<file path="src/hw/rtl/ips_patch_stream_decoder_assert.svh">
// Assertion macros shared by the patch stream decoder RTL.
`ifndef IPS_PATCH_STREAM_DECODER_ASSERT_SVH
`define IPS_PATCH_STREAM_DECODER_ASSERT_SVH

// Same-cycle implication, sampled on clk_i, off while rst_ni is low.
`define IPSD_ASSERT(lbl, ante, cons) \
  lbl: assert property (@(posedge clk_i) disable iff (!rst_ni) (ante) |-> (cons)) \
    else $error("ipsd assertion failed");

// Next-cycle implication, sampled on clk_i, off while rst_ni is low.
`define IPSD_ASSERT_NEXT(lbl, ante, cons) \
  lbl: assert property (@(posedge clk_i) disable iff (!rst_ni) (ante) |=> (cons)) \
    else $error("ipsd assertion failed");

`endif

</file>
<file path="src/hw/rtl/ipsd_pkg.sv">
// Types and constants of the patch stream decoder.
package ipsd_pkg;

  localparam logic [31:0] TailNarrow = 32'h0045_4F46;  // "EOF"
  localparam logic [31:0] TailWide   = 32'h4545_4F46;  // "EEOF"

  typedef enum logic [1:0] {
    CFG_WIDE_OFFSETS = 2'd0,
    CFG_GUARD_SIZE   = 2'd1,
    CFG_BASE_OFFSET  = 2'd2,
    CFG_TARGET_SIZE  = 2'd3
  } cfg_idx_e;

  typedef enum logic [1:0] {
    KIND_WRITE = 2'd0,
    KIND_FILL  = 2'd1,
    KIND_ENDED = 2'd2,
    KIND_ERROR = 2'd3
  } kind_e;

  typedef struct packed {
    logic        wide_offsets;
    logic [31:0] guard_size;
    logic [31:0] base_offset;
    logic [31:0] target_size;
  } cfg_t;

  typedef struct packed {
    logic [7:0] stream_byte;
    logic       stream_start;
    logic       stream_last;
  } item_t;

  typedef struct packed {
    logic        valid;
    kind_e       kind;
    logic [31:0] target_address;
    logic [15:0] run_length;
    logic [7:0]  write_value;
  } result_t;

endpackage

</file>
<file path="src/hw/rtl/ips_patch_stream_decoder.sv">
// Top level of the IPS / IPS32 patch stream decoder.
// Takes one patch body byte per cycle while in_stall_o is low and gives at most one
// result per byte: a byte write, a fill run, patch end or an error. The record parser
// takes one byte per clock when nothing stalls; a result is on the outputs once its
// byte has passed the input register and then the result register. A stall on the
// result side reaches in_stall_o in the same cycle once both registers are full.
// Configuration is written through the plain write port; the user must do so only
// while no byte is in flight, as the block itself does not enforce it.
`include "ips_patch_stream_decoder_assert.svh"

module ips_patch_stream_decoder (
  input  logic        clk_i,
  input  logic        rst_ni,
  input  logic        cfg_we_i,
  input  logic [1:0]  cfg_index_i,
  input  logic [31:0] cfg_wdata_i,
  input  logic        in_valid_i,
  output logic        in_stall_o,
  input  logic [7:0]  stream_byte_i,
  input  logic        stream_start_i,
  input  logic        stream_last_i,
  output logic        out_valid_o,
  input  logic        out_stall_i,
  output logic [1:0]  kind_o,
  output logic [31:0] target_address_o,
  output logic [15:0] run_length_o,
  output logic [7:0]  write_value_o
);
  import ipsd_pkg::*;

  cfg_t    cfg;
  item_t   item_q;
  logic    in_valid_q, in_valid_d;
  logic    in_accept, fire;
  result_t res, out_res;

  ipsd_cfg_regs u_cfg (
    .clk_i       (clk_i),
    .rst_ni      (rst_ni),
    .cfg_we_i    (cfg_we_i),
    .cfg_index_i (cfg_index_i),
    .cfg_wdata_i (cfg_wdata_i),
    .cfg_o       (cfg)
  );

  // parse the held request whenever the result register can take its outcome
  assign fire       = in_valid_q && !(out_valid_o && out_stall_i);
  assign in_stall_o = in_valid_q && out_valid_o && out_stall_i;
  assign in_accept  = in_valid_i && !in_stall_o;

  always_comb begin
    in_valid_d = in_valid_q;
    if (in_accept) begin
      in_valid_d = 1'b1;
    end else if (fire) begin
      in_valid_d = 1'b0;
    end
  end

  always_ff @(posedge clk_i or negedge rst_ni) begin
    if (!rst_ni) begin
      in_valid_q <= 1'b0;
    end else begin
      in_valid_q <= in_valid_d;
    end
  end

  always_ff @(posedge clk_i) begin
    if (in_accept) begin
      item_q.stream_byte  <= stream_byte_i;
      item_q.stream_start <= stream_start_i;
      item_q.stream_last  <= stream_last_i;
    end
  end

  ipsd_parser u_parser (
    .clk_i  (clk_i),
    .rst_ni (rst_ni),
    .fire_i (fire),
    .item_i (item_q),
    .cfg_i  (cfg),
    .res_o  (res)
  );

  ipsd_out_stage u_out (
    .clk_i       (clk_i),
    .rst_ni      (rst_ni),
    .fire_i      (fire),
    .res_i       (res),
    .out_stall_i (out_stall_i),
    .out_valid_o (out_valid_o),
    .res_o       (out_res)
  );

  assign kind_o           = out_res.kind;
  assign target_address_o = out_res.target_address;
  assign run_length_o     = out_res.run_length;
  assign write_value_o    = out_res.write_value;

  `IPSD_ASSERT(a_stall_cause, in_stall_o, in_valid_q && out_valid_o && out_stall_i)
  `IPSD_ASSERT(a_write_len, out_valid_o && (kind_o == KIND_WRITE), run_length_o == 16'd1)
  `IPSD_ASSERT(a_fill_len, out_valid_o && (kind_o == KIND_FILL), run_length_o != 16'd0)
  `IPSD_ASSERT(a_status_zero,
               out_valid_o && ((kind_o == KIND_ENDED) || (kind_o == KIND_ERROR)),
               (target_address_o == 32'd0) && (run_length_o == 16'd0))

endmodule

</file>
<file path="src/hw/rtl/ipsd_cfg_regs.sv">
// Configuration registers of the patch stream decoder.
module ipsd_cfg_regs (
  input  logic                clk_i,
  input  logic                rst_ni,
  input  logic                cfg_we_i,
  input  logic [1:0]          cfg_index_i,
  input  logic [31:0]         cfg_wdata_i,
  output ipsd_pkg::cfg_t      cfg_o
);
  import ipsd_pkg::*;

  cfg_t cfg_q, cfg_d;

  always_comb begin
    cfg_d = cfg_q;
    if (cfg_we_i) begin
      unique case (cfg_index_i)
        CFG_WIDE_OFFSETS: cfg_d.wide_offsets = cfg_wdata_i[0];
        CFG_GUARD_SIZE:   cfg_d.guard_size   = cfg_wdata_i;
        CFG_BASE_OFFSET:  cfg_d.base_offset  = cfg_wdata_i;
        CFG_TARGET_SIZE:  cfg_d.target_size  = cfg_wdata_i;
        default: ;
      endcase
    end
  end

  always_ff @(posedge clk_i or negedge rst_ni) begin
    if (!rst_ni) begin
      cfg_q <= '0;
    end else begin
      cfg_q <= cfg_d;
    end
  end

  assign cfg_o = cfg_q;

endmodule

</file>
<file path="src/hw/rtl/ipsd_parser.sv">
// Record parser: field assembly, address window checks and result build.
`include "ips_patch_stream_decoder_assert.svh"

module ipsd_parser (
  input  logic              clk_i,
  input  logic              rst_ni,
  input  logic              fire_i,
  input  ipsd_pkg::item_t   item_i,
  input  ipsd_pkg::cfg_t    cfg_i,
  output ipsd_pkg::result_t res_o
);
  import ipsd_pkg::*;

  typedef enum logic [6:0] {
    PH_OFFSET    = 7'b0000001,
    PH_SIZE      = 7'b0000010,
    PH_RUN_COUNT = 7'b0000100,
    PH_RUN_VALUE = 7'b0001000,
    PH_DATA      = 7'b0010000,
    PH_ENDED     = 7'b0100000,
    PH_ERROR     = 7'b1000000
  } phase_e;

  phase_e      phase_q, phase_d, cur_phase;
  logic [1:0]  fbc_q, fbc_d, cur_fbc, fbc_inc;
  logic [31:0] addr_q, addr_d, cur_addr;
  logic [15:0] len_q, len_d, cur_len;
  logic [15:0] left_q, left_d, cur_left;
  logic [32:0] ptr_q, ptr_d;
  logic        off_done;
  logic [31:0] tail;
  logic [32:0] prot33, base33, tgt33;
  logic [32:0] run_end, run_start, run_t, run_te, run_te_c, data_t;
  logic        run_keep;
  logic [32:0] run_len33;
  result_t     res;

  assign prot33 = {1'b0, cfg_i.guard_size};
  assign base33 = {1'b0, cfg_i.base_offset};
  assign tgt33  = {1'b0, cfg_i.target_size};
  assign tail   = cfg_i.wide_offsets ? TailWide : TailNarrow;

  // start restarts the parser before this byte is parsed
  always_comb begin
    if (item_i.stream_start) begin
      cur_phase = PH_OFFSET;
      cur_fbc   = '0;
      cur_addr  = '0;
      cur_len   = '0;
      cur_left  = '0;
    end else begin
      cur_phase = phase_q;
      cur_fbc   = fbc_q;
      cur_addr  = addr_q;
      cur_len   = len_q;
      cur_left  = left_q;
    end
  end

  // run span: begins at max(offset, protected), ends at offset + count
  always_comb begin
    run_end   = {1'b0, cur_addr} + {17'd0, cur_len};
    run_start = ({1'b0, cur_addr} < prot33) ? prot33 : {1'b0, cur_addr};
    run_keep  = !(({1'b0, cur_addr} < prot33) && (run_end <= prot33));
    run_t     = run_start - base33;
    run_te    = run_end - base33;
    run_te_c  = (run_te > tgt33) ? tgt33 : run_te;
    run_len33 = run_te_c - run_t;
    data_t    = ptr_q - base33;
  end

  assign fbc_inc  = cur_fbc + 2'd1;
  assign off_done = (fbc_inc == 2'd0) || (!cfg_i.wide_offsets && (fbc_inc == 2'd3));

  always_comb begin
    phase_d = phase_q;
    fbc_d   = fbc_q;
    addr_d  = addr_q;
    len_d   = len_q;
    left_d  = left_q;
    ptr_d   = ptr_q;
    res     = '0;
    if (fire_i) begin
      phase_d = cur_phase;
      fbc_d   = cur_fbc;
      addr_d  = cur_addr;
      len_d   = cur_len;
      left_d  = cur_left;
      if ((cur_phase == PH_ENDED) || (cur_phase == PH_ERROR)) begin
        // parked until the next start
      end else if (cfg_i.base_offset > cfg_i.guard_size) begin
        phase_d   = PH_ERROR;
        res.valid = 1'b1;
        res.kind  = KIND_ERROR;
      end else begin
        unique case (cur_phase)
          PH_OFFSET: begin
            addr_d = {cur_addr[23:0], item_i.stream_byte};
            fbc_d  = fbc_inc;
            if (off_done) begin
              fbc_d = '0;
              if (!cfg_i.wide_offsets) addr_d[31:24] = '0;
              if (addr_d == tail) begin
                phase_d   = PH_ENDED;
                res.valid = 1'b1;
                res.kind  = KIND_ENDED;
              end else begin
                len_d   = '0;
                phase_d = PH_SIZE;
              end
            end
          end
          PH_SIZE: begin
            len_d = {cur_len[7:0], item_i.stream_byte};
            fbc_d = fbc_inc;
            if (cur_fbc != 2'd0) begin
              fbc_d = '0;
              if (len_d == 16'd0) begin
                phase_d = PH_RUN_COUNT;
              end else begin
                left_d  = len_d;
                ptr_d   = {1'b0, cur_addr};
                phase_d = PH_DATA;
              end
            end
          end
          PH_RUN_COUNT: begin
            len_d = {cur_len[7:0], item_i.stream_byte};
            fbc_d = fbc_inc;
            if (cur_fbc != 2'd0) begin
              fbc_d   = '0;
              phase_d = PH_RUN_VALUE;
            end
          end
          PH_RUN_VALUE: begin
            phase_d = PH_OFFSET;
            if (run_keep && (run_t < run_te_c)) begin
              res.valid          = 1'b1;
              res.kind           = KIND_FILL;
              res.target_address = run_t[31:0];
              res.run_length     = run_len33[15:0];
              res.write_value    = item_i.stream_byte;
            end
          end
          PH_DATA: begin
            ptr_d  = ptr_q + 33'd1;
            left_d = cur_left - 16'd1;
            if (left_d == 16'd0) phase_d = PH_OFFSET;
            if ((ptr_q >= prot33) && (data_t < tgt33)) begin
              res.valid          = 1'b1;
              res.kind           = KIND_WRITE;
              res.target_address = data_t[31:0];
              res.run_length     = 16'd1;
              res.write_value    = item_i.stream_byte;
            end
          end
          default: ;
        endcase
        // early end of stream overrides whatever this byte gave
        if (item_i.stream_last && (phase_d != PH_ENDED)) begin
          phase_d   = PH_ERROR;
          res       = '0;
          res.valid = 1'b1;
          res.kind  = KIND_ERROR;
        end
      end
    end
  end

  always_ff @(posedge clk_i or negedge rst_ni) begin
    if (!rst_ni) begin
      phase_q <= PH_OFFSET;
      fbc_q   <= '0;
      addr_q  <= '0;
      len_q   <= '0;
      left_q  <= '0;
    end else begin
      phase_q <= phase_d;
      fbc_q   <= fbc_d;
      addr_q  <= addr_d;
      len_q   <= len_d;
      left_q  <= left_d;
    end
  end

  // data pointer is loaded before use in every record
  always_ff @(posedge clk_i) begin
    ptr_q <= ptr_d;
  end

  assign res_o = res;

  `IPSD_ASSERT_NEXT(a_ended_parks, res.valid && (res.kind == KIND_ENDED), phase_q == PH_ENDED)
  `IPSD_ASSERT_NEXT(a_error_parks, res.valid && (res.kind == KIND_ERROR), phase_q == PH_ERROR)
  `IPSD_ASSERT(a_data_left, phase_q == PH_DATA, left_q != 16'd0)

endmodule

</file>
<file path="src/hw/rtl/ipsd_out_stage.sv">
// Result register of the patch stream decoder.
module ipsd_out_stage (
  input  logic              clk_i,
  input  logic              rst_ni,
  input  logic              fire_i,
  input  ipsd_pkg::result_t res_i,
  input  logic              out_stall_i,
  output logic              out_valid_o,
  output ipsd_pkg::result_t res_o
);
  import ipsd_pkg::*;

  logic    valid_q, valid_d;
  result_t res_q;

  always_comb begin
    valid_d = valid_q;
    if (fire_i) begin
      valid_d = res_i.valid;
    end else if (!out_stall_i) begin
      valid_d = 1'b0;
    end
  end

  always_ff @(posedge clk_i or negedge rst_ni) begin
    if (!rst_ni) begin
      valid_q <= 1'b0;
    end else begin
      valid_q <= valid_d;
    end
  end

  always_ff @(posedge clk_i) begin
    if (fire_i && res_i.valid) begin
      res_q <= res_i;
    end
  end

  assign out_valid_o = valid_q;
  assign res_o       = res_q;

endmodule

</file>
<file path="config.mk">
export PLATFORM = sky130hd
export DESIGN_NAME = ips_patch_stream_decoder
export DESIGN_NICKNAME = d
export VERILOG_FILES = /design/src/hw/rtl/ipsd_pkg.sv /design/src/hw/rtl/ips_patch_stream_decoder.sv /design/src/hw/rtl/ipsd_cfg_regs.sv /design/src/hw/rtl/ipsd_parser.sv /design/src/hw/rtl/ipsd_out_stage.sv
export VERILOG_INCLUDE_DIRS = /design/src /design/src/hw/rtl
export SDC_FILE = /design/constraint.sdc
export NUM_CORES = 1
export LEC_CHECK = 0
export ABC_AREA = 1
export BUFFER_PORTS_ARGS = -buffer_cell sky130_fd_sc_hd__buf_2
export CAP_MARGIN = 20
export CORE_MARGIN = 8
export CORE_UTILIZATION = 45
export CTS_CLUSTER_DIAMETER = 80
export CTS_CLUSTER_SIZE = 40
export DETAILED_ROUTE_END_ITERATION = 8
export GPL_TIMING_DRIVEN = 0
export PLACE_DENSITY = 0.68
export SETUP_SLACK_MARGIN = 0.15
export SYNTH_ARGS = -nofsm -noshare
export SYNTH_HDL_FRONTEND = slang
export SYNTH_SLANG_ARGS = --single-unit
</file>
<file path="constraint.sdc">
create_clock -name clk_i -period 19.05 [get_ports clk_i]
set_input_delay 3.81 -clock clk_i [delete_from_list [all_inputs] [get_ports clk_i]]
set_output_delay 3.81 -clock clk_i [all_outputs]
set_load 0.01 [all_outputs]
</file>
==> flow_summary_export.csv <==
group,metric,value,unit
worst_setup_path,path_class,"flop to flop",
clocking,clock_latency,0.63,ns
synth,synth_ff_type,"dfrtp_1",
worst_setup_path,reg2reg_depth,55,
synth,ys_types,56,
clocking,postCtsResizedCells,0,
sta,setup_viol,0,
routing,drt-vias-per-instance,5.755,
worst_setup_path,crit_required,19.34,ns
sta,worst_slew_margin_rel,31.38,%
synth,syn_inst,3683,
run_status,outcome,"finished clean",
floorplanning,die_area,0.06643,mm^2
worst_setup_path,worst_setup_path_end_kind,"flop",
clocking,clk_pin_slew_worst_paths,0.10,ns
synth,ys.warnings.count,0,
routing,postRouteWirelength,98720,um
floorplanning,rows,88,
floorplanning,floorplan.die.height,257.7,um
sta,slew_violations,0,
floorplanning,die_w,257.7,um
floorplanning,ios,109,
global_routing,antenna_found_initial,1,
clocking,root_buffer,"clkbuf_16",
routing,ant_nets,0,
min_path,holdCritPathClass,"flop to flop",
synth,syn_area_per_cell,7.140,um^2
finish,fin_nets,4224,
floorplanning,start_util,45.58,%
synth,syn_area,0.02630,mm^2
synth,ys_seq_elements,273,
clocking,cts_tree,"built",
placement,dp_slack,7.522,ns
min_path,hold_depth,2,
sta,fin_ws,7.271,ns
synth,synth.largest_area_cell,"ha_1",
power_and_ir_drop,total_power,4.386,mW
sta,fin_crit,11.78,ns
sta,fin_skew,0.03883,ns
power_and_ir_drop,ir_worst_vdd,0.09801,mV
sta,timing.fmax,84.90,MHz
sta,finalSetupTns,0,ns
routing,drt_iter0_drc,2647,
global_routing,grt_overflow_total,0,
sta,worst_slew_pin_slew,1.015,ns
worst_setup_path,slowest_delay,0.55,ns
routing,wl_per_cell,21.40,um
sta,period_share,61.83,%
routing,dr.pass1.iters,6,
global_routing,grt_pass1_wl,146800,um
power_and_ir_drop,power_density,151.2,mW/mm^2
power_and_ir_drop,leakagePower,13.88,nW
placement,numPortBuffers,108,
placement,globalplace.congestion,0.9873,
synth,syn_nets,4082,
flow_run,cap_violations,0,
routing,vias,26540,
clocking,cts_hold_buf,0,
worst_setup_path,crit_fanout,43,
finish,syn_to_final_growth,10.28,%
placement,hpwl,82480,um
sta,rsz0062_at_grt,"false",
global_routing,grtUsageTotal,28.40,%
worst_setup_path,worst_path_max_delay_cell,"nor4_1",
clocking,cts_buffer_depth,3,
synth,yosysTopAreaCellShare,16.41,%
synth,seq_area_frac_synth,27.90,%
synth,synth.area.top_cells,"ha_1, dfrtp_1, nand2_1, edfxtp_1, o21ai_0",
sta,finalHoldViolations,0,
global_routing,grt_max_degree,98,
routing,drc,0,
clocking,postCtsSetupBuffers,0,
clocking,h-tree-depth,1,
clocking,cts_buffers,27,
finish,layout-drive-gt1-share,6.838,%
floorplanning,core_region_area,0.05770,mm^2
worst_setup_path,startpoint_type,"flop",
finish,final-instance-count-excl-fill,4612,
global_routing,first_global_vias,25220,
worst_setup_path,crit_path_frequent_cell,"nand2_1",
worst_setup_path,arrival,12.07,ns
placement,placed_cells_incl_taps,4560,
synth,async_flop_share,63.00,%
clocking,cts_sinks,273,
finish,final_core_util,50.27,%
synth,synth_edf_count,101,
[cells in the final DEF (no fill, tap or decap), types with 27 or more instances in the layout]
cell type  count
dfrtp_1      171
nor2_1       295
nor3_1        32
a21oi_2       31
a21oi_1      265
nand3_1      139
ha_1         345
xnor2_1       54
xor2_1       104
clkbuf_1      73
buf_2        122
nand4_1      100
o21ai_0      375
a31oi_1       42
edfxtp_1     101
nand2_1      853
clkbuf_16     27
inv_1        460
nor4_1        29
[through the flow]
stage	hold slack (ns)	cell area (um^2)
after detailed placement	0.4650	27900
after floorplan	0.4492	26300
after CTS	0.4912	28990
final	0.4917	29000
after global routing	0.5061	29000
after global placement	0.4632	27800
[final cells by class]
cell class,instances,area [um^2]
clock buffers,27,675.6
well taps,765,957.2
repair buffers,113,634.4
inverters,476,1789
clock inverters,23,419.2
multi-input cells,2835,16740
diodes,1,2.502
plain buffers,99,445.4
fillers,5944,28690
flip-flops and latches,273,7338
[sequential cells by signal (all words and copies together), names as in the netlist]
signal             flops
u_parser.len_q        16
item_q                10
u_parser.left_q       16
u_parser.phase_q       7
u_parser.fbc_q         2
u_cfg.cfg_o           97
in_valid_q             1
u_out.out_valid_o      1
u_parser.ptr_q        33
u_out.res_o           58
u_parser.addr_q       32
[layer usage]
metal	global-route usage [%]	wire, um
met5	0	11
met1	36.44	40970
met4	13.17	5268
met2	47.50	45550
met3	3.384	6921
[cell usage after synthesis (2+ instances only)]
cell	count
a211o_1	2
a211oi_1	10
a21boi_0	10
a21o_1	18
a21oi_1	265
a21oi_2	31
a221oi_1	3
a22oi_1	4
a31oi_1	42
buf_1	4
buf_2	14
buf_6	7
clkbuf_1	73
clkinv_1	3
dfrtp_1	171
edfxtp_1	101
fa_1	5
ha_1	345
inv_1	460
inv_2	12
nand2_1	854
nand2_2	9
nand3_1	139
nand3_2	2
nand3b_1	8
nand4_1	100
nor2_1	296
nor2_2	8
nor3_1	33
nor4_1	29
o2111ai_1	2
o211ai_1	7
o21a_1	9
o21ai_0	375
o21ai_1	16
o21bai_1	10
o221a_2	2
o221ai_1	12
o22ai_1	16
o31ai_1	2
or2_2	3
xnor2_1	54
xor2_1	104
[final timing paths]
check / start / slack (ns) / end
worst max-delay path: item_q[1] / 7.27 / u_out.res_o[45]
worst min-delay path: u_cfg.cfg_o[65] / 0.49 / u_cfg.cfg_o[65]
worst max register to register: item_q[1] / 7.27 / u_out.res_o[45]
worst min register to register: u_cfg.cfg_o[65] / 0.49 / u_cfg.cfg_o[65]
max in group asynchronous: rst_ni / 14.94 / u_cfg.cfg_o[1]
min in group asynchronous: rst_ni / 3.18 / u_parser.len_q[13]
[power by group]
group | total, mW | internal [mW] | switching (mW)
combinational | 2.91 | 0.959 | 1.95
sequential | 0.831 | 0.748 | 0.0829
clock | 0.643 | 0.303 | 0.340
[cell families (layout without fill, tap and decap cells)]
logic type / count (synthesis) / after routing / synth area share (%)
buffers and inverters: 575 / 738 / 8.498
AO/OA/AOI/OAI: 838 / 838 / 17.68
adder cells (fa/ha/maj): 350 / 350 / 16.80
other: 1 / 2 / 0.01426
AND/OR/NAND/NOR: 1487 / 1487 / 23.79
XOR/XNOR: 159 / 159 / 5.324
flip-flops: 273 / 273 / 27.90
[worst max-delay path: cells and delay by family, from the launching register on]
family          cells  cell delay, ns
fa+ha+maj           4            1.18
buf+inv            15            2.71
xor+xnor            2            0.57
simple gates       24            4.85
compound gates     10            1.65
flops               1            0.39
Power figures use the tool's default switching activity.
